[config.mk]
export PLATFORM = sky130hd
export DESIGN_NAME = fsc_queue
export DESIGN_NICKNAME = d
export VERILOG_FILES = /design/src/design/fsc_pkg.sv /design/src/design/fsc_queue.sv
export SDC_FILE = /design/constraint.sdc
export NUM_CORES = 1
export LEC_CHECK = 0
export ABC_CLOCK_PERIOD_IN_PS = 7350
export BUFFER_PORTS_ARGS = -buffer_cell sky130_fd_sc_hd__clkbuf_2
export CAP_MARGIN = 20
export CORE_UTILIZATION = 40
export CTS_CLUSTER_DIAMETER = 50
export DETAILED_ROUTE_END_ITERATION = 7
export MAX_ROUTING_LAYER = met4
export PLACE_DENSITY = 0.62
export SETUP_SLACK_MARGIN = 0.15
export SLEW_MARGIN = 0
export SYNTH_ARGS = -nofsm -noshare
export SYNTH_HDL_FRONTEND = slang
export SYNTH_SLANG_ARGS = --single-unit
[constraint.sdc]
create_clock -name clk_i -period 7.35 [get_ports clk_i]
set_input_delay 0 -clock clk_i [delete_from_list [all_inputs] [get_ports clk_i]]
set_output_delay 0 -clock clk_i [all_outputs]
set_load 0.05 [all_outputs]
[src/design/fsc_pkg.sv]
// ----------------------------------------------------------------------------
// fsc_pkg: shared types and constants of the frustum sphere culler
// Beat types, operation codes and the corner and plane tables.
// ----------------------------------------------------------------------------
package fsc_pkg;

  localparam int unsigned FRAC_BITS_DEF = 16;
  localparam int unsigned PLANE_COUNT   = 6;
  localparam int unsigned QDEPTH        = 4;

  localparam logic [1:0] ACT_LOAD    = 2'd0;
  localparam logic [1:0] ACT_REBUILD = 2'd1;
  localparam logic [1:0] ACT_TEST    = 2'd2;

  localparam logic [2:0] PLANE_NONE = 3'(PLANE_COUNT);

  typedef enum logic [1:0] {
    OP_LOAD,
    OP_REBUILD,
    OP_TEST
  } op_e;

  typedef struct packed {
    logic [1:0]         action;
    logic [1:0]         row_index;
    logic signed [31:0] row_col0;
    logic signed [31:0] row_col1;
    logic signed [31:0] row_col2;
    logic signed [31:0] row_col3;
    logic signed [31:0] center_x;
    logic signed [31:0] center_y;
    logic signed [31:0] center_z;
    logic [30:0]        sphere_radius;
    logic               has_bounds;
  } in_t;

  typedef struct packed {
    logic       visible;
    logic [2:0] culling_plane;
  } res_t;

  typedef struct packed {
    op_e op;
    in_t item;
  } cmd_t;

  // Per corner: {negate x row, negate y row, add z row}.
  localparam logic [2:0] CORNER_SIGN [8] = '{
    3'b100, 3'b000, 3'b010, 3'b110, 3'b101, 3'b001, 3'b011, 3'b111
  };

  // Corners a, b, c of each plane: near, far, top, bottom, left, right.
  localparam logic [2:0] PLANE_PTS [6][3] = '{
    '{3'd0, 3'd1, 3'd2}, '{3'd4, 3'd7, 3'd5}, '{3'd4, 3'd5, 3'd1},
    '{3'd7, 3'd3, 3'd6}, '{3'd4, 3'd0, 3'd7}, '{3'd5, 3'd6, 3'd1}
  };

endpackage

[src/design/fsc_queue.sv]
// ----------------------------------------------------------------------------
// fsc_queue: command queue
// Small register queue that decouples the front end from the back end.
// ----------------------------------------------------------------------------
module fsc_queue (
  input  logic          clk_i,
  input  logic          rst_ni,
  input  logic          push_i,
  input  fsc_pkg::cmd_t data_i,
  input  logic          pop_i,
  output fsc_pkg::cmd_t data_o,
  output logic          empty_o,
  output logic          full_o
);

  localparam int unsigned AW = $clog2(fsc_pkg::QDEPTH);

  fsc_pkg::cmd_t mem_q [fsc_pkg::QDEPTH];
  logic [AW-1:0] wr_ptr_q, rd_ptr_q;
  logic [AW:0]   cnt_q;

  assign empty_o = (cnt_q == '0);
  assign full_o  = (cnt_q == (AW+1)'(fsc_pkg::QDEPTH));
  assign data_o  = mem_q[rd_ptr_q];

  always_ff @(posedge clk_i or negedge rst_ni) begin
    if (!rst_ni) begin
      wr_ptr_q <= '0;
      rd_ptr_q <= '0;
      cnt_q    <= '0;
    end else begin
      if (push_i) begin
        wr_ptr_q <= wr_ptr_q + 1'b1;
      end
      if (pop_i) begin
        rd_ptr_q <= rd_ptr_q + 1'b1;
      end
      if (push_i && !pop_i) begin
        cnt_q <= cnt_q + 1'b1;
      end else if (pop_i && !push_i) begin
        cnt_q <= cnt_q - 1'b1;
      end
    end
  end

  always_ff @(posedge clk_i) begin
    if (push_i) begin
      mem_q[wr_ptr_q] <= data_i;
    end
  end

  a_no_overflow: assert property (@(posedge clk_i) disable iff (!rst_ni)
    push_i |-> !full_o) else $error("Push into a full queue.");
  a_no_underflow: assert property (@(posedge clk_i) disable iff (!rst_ni)
    pop_i |-> !empty_o) else $error("Pop from an empty queue.");
  a_cnt_bound: assert property (@(posedge clk_i) disable iff (!rst_ni)
    cnt_q <= (AW+1)'(fsc_pkg::QDEPTH)) else $error("Queue count out of range.");

endmodule

Yosys cells after proc, flatten, opt, wreduce, memory -nomap -nowiden

Memories as Yosys holds them, arrays and structs flattened.
Index checks and enable logic that the tools add are counted.

RAM bits: 1048
Register bits after elaboration: 7
Memory bits (read-only): 0
Bits of input ports: 266
Memories kept: 1
Logic and storage cells: 19
Latch bits: 0

$mul: 0
Multiplexer cells: 4
Bitwise operators: 0
Div/mod/pow operators: 0
Shift operators: 0
Magnitude comparators: 0
Equal/unequal tests: 1
$add $sub $neg: 4
Reductions and logical operators: 6

Memory list:

| name  | words | bits a word | rd ports | clocked after memory_dff | write ports | RTL line        | RTL |
|---|---|---|---|---|---|---|---|
| mem_q | 4     | 262         | 1        | 0                        | 1           | fsc_queue.sv:18 | `fsc_pkg::cmd_t mem_q [fsc_pkg::QDEPTH];` |

Operators with widths:

| cell                                              | number |
|---|---|
| 2-to-1 mux 3 bit                                  | 2 |
| adder 2 x 1 -> 2 bit (second input constant)      | 2 |
| adder 3 x 1 -> 3 bit (second input constant)      | 1 |
| equality test 3 bit (second input constant)       | 1 |
| logical NOT 3 bit                                 | 1 |
| subtractor 3 x 1 -> 3 bit (second input constant) | 1 |
| logical AND 1 bit                                 | 2 |
| logical NOT 1 bit                                 | 2 |
| 2-to-1 mux 1 bit                                  | 2 |
| nonzero test 2 bit                                | 1 |

Depth between registers and ports, before layout

Gate-level depths: netlist (run 1).

Depth in word-level cells: 4
Mapped depth: 7
Mapped depth without buffers: 7

Least setup slack after synthesis (run 1)

OpenSTA, ideal clock, no wires.

Path type: reg2reg
Start: register wr_ptr_q[0]
End: memory mem_q[2][0] in the netlist's numbering (enable)
Required time: 6.694 ns
Setup time: 0.656 ns
Slack: 0.142 ns
Cell stages (with the launch flop): 4
Arrival time: 6.552 ns
Path through: dfrtp_1 > inv_1 > ha_1 > and2_1

RTL lines:

| element                  | RTL line        | RTL |
|---|---|---|
| start: declaration       | fsc_queue.sv:19 | `logic [AW-1:0] wr_ptr_q, rd_ptr_q;` |
| start signal: assignment | fsc_queue.sv:33 | `wr_ptr_q <= wr_ptr_q + 1'b1;` |
| end: declaration         | fsc_queue.sv:18 |  |

Straight into the memory's write port.

==> flow_summary.toml, run 1 <==
[setup_path]
cp-start-kind = "flop"
cp-end-kind = "output pin"
crit_type = "reg2out"
cp_max_fo = 65
arrival_ns = 3.36
crit_required_ns = 7.35

[timing]
rsz0062_at_grt = "no"
setup_tns_ns = 0
tightest_slew_ns = 1.10
slew_viol_final = 0
period_needed_ns = 3.36
setup_viol = 0
slew_headroom_pct = 26.6
fmax_mhz = 298
timing.final.ws_setup_ns = 3.99
hold_ws_ns = 0.0742
hold_viol = 0
clock_skew_ns = 0.0192
finalCritPeriodShare_pct = 45.7

[die]
core_um2 = 95000
die_h_um = 312
dieWidth_um = 312
start_util_pct = 40.4
rows = 113
io_pins = 530
dieArea_um2 = 97300

[yosys]
synth-warning-count = 0
synth-seq-cells = 1055
syn_avg_cell_area_um2 = 27.4
synthesis.nets = 1675
synth_cells = 1403
seq_area_frac_synth_pct = 82.4
synth_area_um2 = 38400
synth_cell_types = 20

[global_route]
use_met1_pct = 20.2
grt_max_degree = 136
grtUsageMet3_pct = 4.19
antenna_found_initial = 3
grt_use_total_pct = 16.7
met2_usage_pct = 27.5
grt_pass1_vias = 19700
grt_first_pass_wirelength_um = 119000
gr-total-overflow = 0
grt_busiest_layer = "met2"

[drt]
vias = 18000
drt-initial-drc-count = 1253
drtAntennaViolNets = 0
wl_um = 78700
firstDrtPassIters = 4
wl_per_cell_um = 21.7
drc = 0
viasPerCell = 4.94

[place]
routabilityCongestion = 0.756
io_buffers = 529
dp_hpwl_um = 46400
place_ws_ns = 4.33

[worst_hold_path]
hp-class = "in2reg"

[outcome]
status = "completed"

[power]
cellLeakagePower_nw = 16.7
fin_total_pwr_w = 0.0219
ir_drop_v = 0.000296
powerDensity_nw_per_um2 = 451

[cts]
clock_path_buffers = 3
cts_tree = "done"
postCtsResizedCells = 0
clk_pin_slew_ns = 0.06
tritoncts_num_sinks = 1055
htreeDepth = 3
clk_latency_ns = 0.68
clockRootBuffer = "clkbuf_16"
numCtsBuffers = 114

[final_layout]
synthToLayoutAreaGrowth_pct = 26.3
drive_gt1_share_pct = 41.3
final_util_pct = 51.1
final_nets = 2546
fill_cells = 7540
regArea_um2 = 31700
multiInputGateArea_um2 = 6110

[flow_run]
maxCapViolCount = 0
==> timing repair <==
| item | CTS | global route |
|---|---|---|
| endpoints found under the setup margin | 0 | 0 |
| setup buffers | 0 | 0 |
| endpoints found under the hold margin | 1062 | 0 |
| hold buffers | 266 | 0 |
==> per-layer routing <==
layer | routed length (µm) | vias to the layer above | part of all wire [%]
met5 | 0 | - | 0
met4 | 1980 | 0 | 2.5
met3 | 4950 | 124 | 6.3
met2 | 40600 | 518 | 52
met1 | 31300 | 9430 | 40
li1 | - | 7883 | -
==> path summary, 6_finish.rpt <==
check,endpoint,cells past startpoint,start,slack [ns]
worst max-delay path,data_o[107],3,rd_ptr_q[1],3.99
worst min-delay path,mem_q[2][14],2,data_i[14],0.07
worst max register to register,mem_q[3][75],4,wr_ptr_q[0],4.37
worst min register to register,cnt_q[2],1,cnt_q[2],0.49
max in group asynchronous,rd_ptr_q[0],3,rst_ni,6.74
min in group asynchronous,wr_ptr_q[0],3,rst_ni,0.32
==> through the flow <==
step / instances / area [µm²]
after floorplan: 1403 / 38400
after global placement: 3156 / 42200
after detailed placement: 3156 / 42200
after CTS: 3629 / 48500
after global routing: 3633 / 48500
final: 3633 / 48500
==> area by class of cell <==
type                       instances  share of cell area [%]
sequential                      1055                    65.2
multi-input combinational        285                    12.6
timing repair buffer             814                    11.4
clock buffer                     139                    6.16
tap                             1265                    3.26
clock inverter                    68                    1.31
inverter                           4                  0.0309
antenna                            3                  0.0155
==> cells by family (layout without fill, tap and decap cells) <==
group	Yosys count	count (layout)	share of synthesized area (%)
buf+inv	63	1025	1.76
flops	1055	1055	82.4
xor+xnor	6	6	0.137
mux	263	263	15.4
fa+ha+maj	6	6	0.215
simple gates	9	9	0.127
other cells	0	3	0
compound gates	1	1	0.0130
==> power breakdown <==
group          switching, W  internal (W)  total [W]
Combinational       0.00590       0.00234    0.00824
Sequential         0.000308       0.00787    0.00818
Clock               0.00225       0.00321    0.00546
==> placed cells by master, fill, tap and decap left out, types with 2 or more instances in the layout <==
master,Yosys,routed
clkbuf_16,0,116
clkinv_4,0,2
nand2_1,2,2
clkinvlp_4,0,3
xnor2_1,2,2
buf_12,22,6
inv_6,0,7
and2_4,0,4
edfxtp_1,1048,1048
xor2_1,4,4
ha_1,5,5
dfrtp_4,0,2
mux4_2,262,262
bufinv_16,0,9
inv_8,0,2
clkinv_2,0,17
diode_2,0,3
clkbuf_1,5,23
dfrtp_1,7,5
clkinv_8,0,3
buf_4,0,12
clkinv_1,0,24
clkbuf_2,0,529
inv_1,4,4
dlygate4sd3_1,0,266
==> cell usage after synthesis, drive strengths merged <==
master / instances / area share [%]
nand2: 2 / 0.020
and2: 4 / 0.065
inv: 4 / 0.039
dfrtp: 7 / 0.46
mux2: 1 / 0.029
fa: 1 / 0.052
ha: 5 / 0.16
nor3b: 1 / 0.020
nor3: 1 / 0.013
xnor2: 2 / 0.046
clkbuf: 5 / 0.049
xor2: 4 / 0.091
nor2: 1 / 0.0098
buf: 54 / 1.7
mux4: 262 / 15
o21ai: 1 / 0.013
edfxtp: 1048 / 82
==> state kept, by name, summed over array words and instances, names as in the netlist <==
register  flops
mem_q      1048
cnt_q         3
rd_ptr_q      2
wr_ptr_q      2
==> critical path, stage by stage, from the launching register on <==
cell      delay, ns
dfrtp_4        0.96
buf_4          0.87
mux4_2         0.42
clkbuf_2       0.27
No activity file was read; power rests on OpenSTA's default activity.
==> inputs of run 2 (changes only) <==
--- a/config.mk
+++ b/config.mk
@@ -5,14 +5,15 @@
 export SDC_FILE = /design/constraint.sdc
 export NUM_CORES = 1
 export LEC_CHECK = 0
-export ABC_CLOCK_PERIOD_IN_PS = 7350
+export ABC_AREA = 1
+export ABC_CLOCK_PERIOD_IN_PS = 3400
 export BUFFER_PORTS_ARGS = -buffer_cell sky130_fd_sc_hd__clkbuf_2
 export CAP_MARGIN = 20
 export CORE_UTILIZATION = 40
 export CTS_CLUSTER_DIAMETER = 50
 export DETAILED_ROUTE_END_ITERATION = 7
 export MAX_ROUTING_LAYER = met4
-export PLACE_DENSITY = 0.62
+export PLACE_DENSITY = 0.6
 export SETUP_SLACK_MARGIN = 0.15
 export SLEW_MARGIN = 0
 export SYNTH_ARGS = -nofsm -noshare
==> constraint.sdc (replaced) <==
create_clock -name clk_i -period 3.4 [get_ports clk_i]
set_input_delay 0 -clock clk_i [delete_from_list [all_inputs] [get_ports clk_i]]
set_output_delay 0 -clock clk_i [all_outputs]
set_load 0.05 [all_outputs]
==> flow_summary.toml, run 2 <==
[yosys]
synth-warning-count = 0
ys_top_cells_by_count = "edfxtp_1 (1048), nand2_1 (799), inv_1 (536)"
synth_top_area_share_pct = 75.1
seq_area_frac_synth_pct = 75.5
yosysTopAreaCell = "edfxtp_1"
synth_cell_types = 18
synthesis.nets = 3377
synth_edf_count = 1048
synth_most_common_cell = "edfxtp_1"
synth_area_um2 = 41900
synth-seq-cells = 1055
synth_cells = 3105
syn_avg_cell_area_um2 = 13.5
synthTopCellsByArea = "edfxtp_1 (75%), o211ai_1 (9.1%), nand2_1 (7.2%)"
ys.flop_type = "edfxtp_1"
async_reset_ff_share_pct = 0.664

[power]
fin_total_pwr_w = 0.0519
cellLeakagePower_nw = 20.9
ir_drop_v = 0.000737
powerDensity_nw_per_um2 = 992

[die]
dieWidth_um = 326
rows = 118
start_util_pct = 40.4
dieArea_um2 = 106000
die_h_um = 326
io_pins = 530
core_um2 = 104000

[drt]
drc = 0
firstDrtPassIters = 5
vias = 25500
wl_per_cell_um = 17.3
viasPerCell = 4.73
drt-initial-drc-count = 1476
wl_um = 93000
drtAntennaViolNets = 0

[timing]
period_needed_ns = 2.99
setup_viol = 0
rsz0062_at_grt = "no"
finalCritPeriodShare_pct = 87.9
hold_viol = 0
fmax_mhz = 335
clock_skew_ns = 0.0187
tightest_slew_ns = 0.905
slew_viol_final = 0
slew_headroom_pct = 39.7

[worst_hold_path]
min_from = "data_i[56]"
worst_hold_path.endpoint = "mem_q[0][56]"
hold_path_depth = 2
hp-class = "in2reg"

[setup_path]
crit_required_ns = 3.40
cp-end-kind = "output pin"
cp_max_fo = 80
cp_top_family = "buffers and inverters"
r2r_slack_ns = 1.28
reg2reg_from = "wr_ptr_q[0]"
reg2reg_depth = 5
arrival_ns = 2.99
worst-path-buf-inv = 3
cp-start-kind = "flop"
max_stage_delay_ns = 0.69
critPathLaunch = "rd_ptr_q[1]"
crit_slowest_cell = "dfrtp_4"
r2r-end = "mem_q[2][11]"
crit_type = "reg2out"
crit_chain = "inv_8, buf_4, o211ai_1, nand2_1, clkbuf_2"

[cts]
tritoncts_num_sinks = 1055
cts_tree = "done"
numCtsBuffers = 117
htreeDepth = 3
clk_latency_ns = 0.68
clockRootBuffer = "clkbuf_16"
cts_setup_buffers = 0
clock_path_buffers = 3
clk_pin_slew_ns = 0.06

[global_route]
gr-total-overflow = 0
grt_pass1_vias = 25400
grt_max_degree = 154
antenna_found_initial = 11
grt_first_pass_wirelength_um = 145000
grt_use_total_pct = 18.1

[final_layout]
synthToLayoutAreaGrowth_pct = 25.0
largest_reg_flops = 1048
layout_commonest_cell = "edfxtp_1"
regMostFlops = "mem_q"
drive_gt1_share_pct = 19.5
final_nets = 4172
top_regs = "mem_q x1048, cnt_q x3"
mostFrequentLayoutCells = "edfxtp_1 (1048), nand2_1 (795), inv_1 (530)"
final_util_pct = 50.5
final_cells = 5390

[flow_run]
maxCapViolCount = 0

[place]
dp_hpwl_um = 54400
routabilityCongestion = 0.767
io_buffers = 529
dpl.cell_count = 4885

[outcome]
status = "completed"
==> run 2: cell count changes after synthesis, moves of 6 or more <==
cell and delta:
o211ai_1 +506, nand2_1 +797, clkbuf_1 +14, buf_12 -22
inv_1 +532, mux4_2 -262, buf_6 +25, o211ai_2 +18
buf_1 -6, buf_2 +99, buf_4 +7
==> run 2: cell families after synthesis <==
group	after synthesis	synth area share, %
simple gates	803	7.21
buf+inv	712	7.38
compound gates	525	9.61
fa+ha+maj	6	0.197
xor+xnor	4	0.0836
flops	1055	75.5
==> run 2: worst max-delay path by stage <==
stage | slack, ns | end | cells past startpoint
finish | 0.41 | data_o[64] | 5
floorplan | -1.59 | mem_q[0][0] | 4
global placement | 1.08 | data_o[64] | 5
CTS | 0.30 | data_o[64] | 5
detailed placement | 1.07 | data_o[64] | 5
global route | 0.20 | data_o[66] | 4
==> run 2: routing by layer <==
| metal | vias to the layer above | global-route usage [%] | wire (µm) |
|---|---|---|---|
| li1 | 12500 | - | - |
| met5 | - | - | 0 |
| met2 | 578 | 30.1 | 46300 |
| met4 | 0 | 6.41 | 3070 |
| met3 | 178 | 4.32 | 5430 |
| met1 | 12300 | 21.4 | 38200 |
==> run 2: layout make-up <==
cell class / count / area, µm²
antenna: 12 / 30.0
clock buffer: 139 / 3030
clock inverter: 78 / 623
fill: 8839 / 51300
inverter: 536 / 2030
multi-input combinational: 1338 / 7190
sequential: 1055 / 31700
tap: 1380 / 1730
timing repair buffer: 852 / 6090
==> run 2: what timing repair did <==
item                                   in CTS  in global routing
gates resized for setup                     0                  0
hold buffers                              276                  0
endpoints found under the hold margin    1064                  0
==> run 2: power breakdown <==
group,total (W),internal (W),switching (W)
clock,0.0119,0.00679,0.00509
combinational,0.0224,0.00491,0.0175
sequential,0.0177,0.0170,0.000675
==> run 2: metrics by stage <==
stage / hold slack (ns) / worst slack (ns) / TNS, ns / instance area [µm²]
floorplan: -0.296 / -1.59 / -1660.90 / 41900
global placement: -0.110 / 1.08 / 0 / 45900
detailed placement: -0.104 / 1.07 / 0 / 45900
CTS: 0.00143 / 0.301 / 0 / 52300
global route: 0.0257 / 0.201 / 0 / 52400
finish: 0.0614 / 0.413 / 0 / 52400
==> inputs of run 3 (changes only) <==
--- a/config.mk
+++ b/config.mk
@@ -10,6 +10,7 @@
 export BUFFER_PORTS_ARGS = -buffer_cell sky130_fd_sc_hd__clkbuf_2
 export CAP_MARGIN = 20
 export CORE_UTILIZATION = 40
+export CTS_BUF_LIST = sky130_fd_sc_hd__clkbuf_8
 export CTS_CLUSTER_DIAMETER = 50
 export DETAILED_ROUTE_END_ITERATION = 7
 export MAX_ROUTING_LAYER = met4
==> flow_summary.toml, run 3 (synthesized netlist as in run 2, its figures left out) <==
[cts]
numCtsBuffers = 176
clk_latency_ns = 0.82
htreeDepth = 4
clock_path_buffers = 3
clockRootBuffer = "clkbuf_8"
tritoncts_num_sinks = 1055
clk_pin_slew_ns = 0.05
cts_tree = "done"

[setup_path]
arrival_ns = 3.01
crit_required_ns = 3.40
crit_type = "reg2out"
crit_chain = "buf_4, o211ai_1, nand2_1, clkbuf_2"
cp-start-kind = "flop"
cp-end-kind = "output pin"
max_stage_delay_ns = 0.78
crit_slowest_cell = "dfrtp_4"
cp_max_fo = 52

[timing]
hold_viol = 0
slew_viol_final = 0
finalCritPeriodShare_pct = 88.5
period_needed_ns = 3.01
rsz0062_at_grt = "no"
setup_tns_ns = 0
timing.final.ws_setup_ns = 0.393
slew_headroom_pct = 36.8
clock_skew_ns = 0.0380
setup_viol = 0
fmax_mhz = 333
tightest_slew_ns = 0.948

[place]
dp_hpwl_um = 54400
place_ws_ns = 1.07
routabilityCongestion = 0.767
dpl.cell_count = 4885
placed_cell_area_um2 = 45900
io_buffers = 529

[power]
cellLeakagePower_nw = 22.0
power.internal_w = 0.0272
switching_share_pct = 46.0
power.share.clock_pct = 19.9
powerDensity_nw_per_um2 = 926
seqPwrFrac_pct = 35.1
p_comb_share_pct = 45.0
switchingPower_w = 0.0232
fin_total_pwr_w = 0.0504
ir_drop_v = 0.000745

[flow_run]
maxCapViolCount = 0

[die]
core_um2 = 104000
rows = 118
dieWidth_um = 326
dieArea_um2 = 106000
start_util_pct = 40.4
die_h_um = 326
io_pins = 530

[final_layout]
top_regs = "mem_q x1048, cnt_q x3"
post-route-cell-area_um2 = 54400
drive_gt1_share_pct = 18.9
final_nets = 4484
final_cells = 5742
layout_commonest_cell = "edfxtp_1"
mostFrequentLayoutCells = "edfxtp_1 (1048), nand2_1 (795), inv_1 (593)"
synthToLayoutAreaGrowth_pct = 29.8
fill_cells = 8750
regMostFlops = "mem_q"
largest_reg_flops = 1048

[global_route]
gr-total-overflow = 0
antenna_found_initial = 12
grt_use_total_pct = 18.8
grt_pass1_vias = 27600
grt_first_pass_wirelength_um = 151000
grt_max_degree = 154

[drt]
wl_um = 96600
vias = 27000
wl_per_cell_um = 16.8
drt-initial-drc-count = 1512
viasPerCell = 4.71
drtAntennaViolNets = 0
drc = 0
firstDrtPassIters = 5

[worst_hold_path]
hp-class = "in2reg"

[outcome]
status = "completed"
==> run 3: cell types whose count changed in the layout (fill, tap and decap cells not counted), moves of 4 or more <==
cell / previous run / this run
dlygate4sd3_1: 276 / 529
clkbuf_8: 0 / 178
clkbuf_16: 118 / 0
inv_1: 530 / 593
clkbuf_1: 21 / 0
clkinv_1: 27 / 42
inv_8: 9 / 0
clkinv_2: 22 / 16
inv_6: 6 / 2
==> run 3: metal layers <==
metal | vias up | wire length, µm | track usage (%)
met5 | - | 0 | -
met4 | 0 | 2730 | 7.08
met3 | 200 | 5890 | 4.74
met2 | 682 | 49000 | 31.7
met1 | 13000 | 38900 | 21.6
li1 | 13100 | - | -
==> run 3: worst paths after layout <==
kind                              from       endpoint  slack (ns)  cells past startpoint
min reg2reg                   cnt_q[2]       cnt_q[2]        0.51                      2
max in group asynchronous       rst_ni    rd_ptr_q[1]        2.71                      3
min                              pop_i    rd_ptr_q[1]        0.15                      4
max reg2reg                wr_ptr_q[0]  mem_q[2][217]        1.28                      5
max                        rd_ptr_q[1]    data_o[191]        0.39                      4
min in group asynchronous       rst_ni    rd_ptr_q[0]        0.30                      3
==> run 3: power by group through the flow <==
stage | clock (W) | sequential [W] | combinational, W
3_3_place_gp | 0 | 0.0179 | 0.0223
6_report | 0.0100 | 0.0177 | 0.0227
5_1_grt | 0.0109 | 0.0179 | 0.0243
4_1_cts | 0.0104 | 0.0177 | 0.0230
2_1_floorplan | 0 | 0.0181 | 0.0169
3_5_place_dp | 0 | 0.0179 | 0.0225
==> run 3: layout make-up <==
type	count	area [µm²]	area share [%]
Sequential cell	1055	31700	58.2
Timing Repair Buffer	1105	8620	15.9
Multi-Input combinational cell	1338	7190	13.2
Clock buffer	178	2450	4.50
Inverter	536	2040	3.75
Tap cell	1380	1730	3.17
Clock inverter	137	694	1.28
Antenna cell	13	32.5	0.0598
==> run 3: worst max-delay path, delay by kind of cell, from the launching register on <==
family	cells	cell delay [ns]
buffers and inverters	2	0.96
AO/OA/AOI/OAI	1	0.27
flip-flops	1	0.78
AND/OR/NAND/NOR	1	0.13
==> run 3: timing repair <==
item | 4_1_cts | 5_1_grt
setup endpoints to repair | 1 | 30
buffers inserted | 0 | 0
hold buffers | 529 | 0
hold endpoints to repair | 1067 | 0
gates resized for setup | 1 | 1
==> run 3: stage by stage <==
step           hold WS, ns  util (%)
6_report             0.150      52.5
5_1_grt              0.126      52.5
4_1_cts             0.0799      52.5
3_5_place_dp        -0.104      44.3
3_3_place_gp        -0.110      44.3
2_1_floorplan       -0.296         -
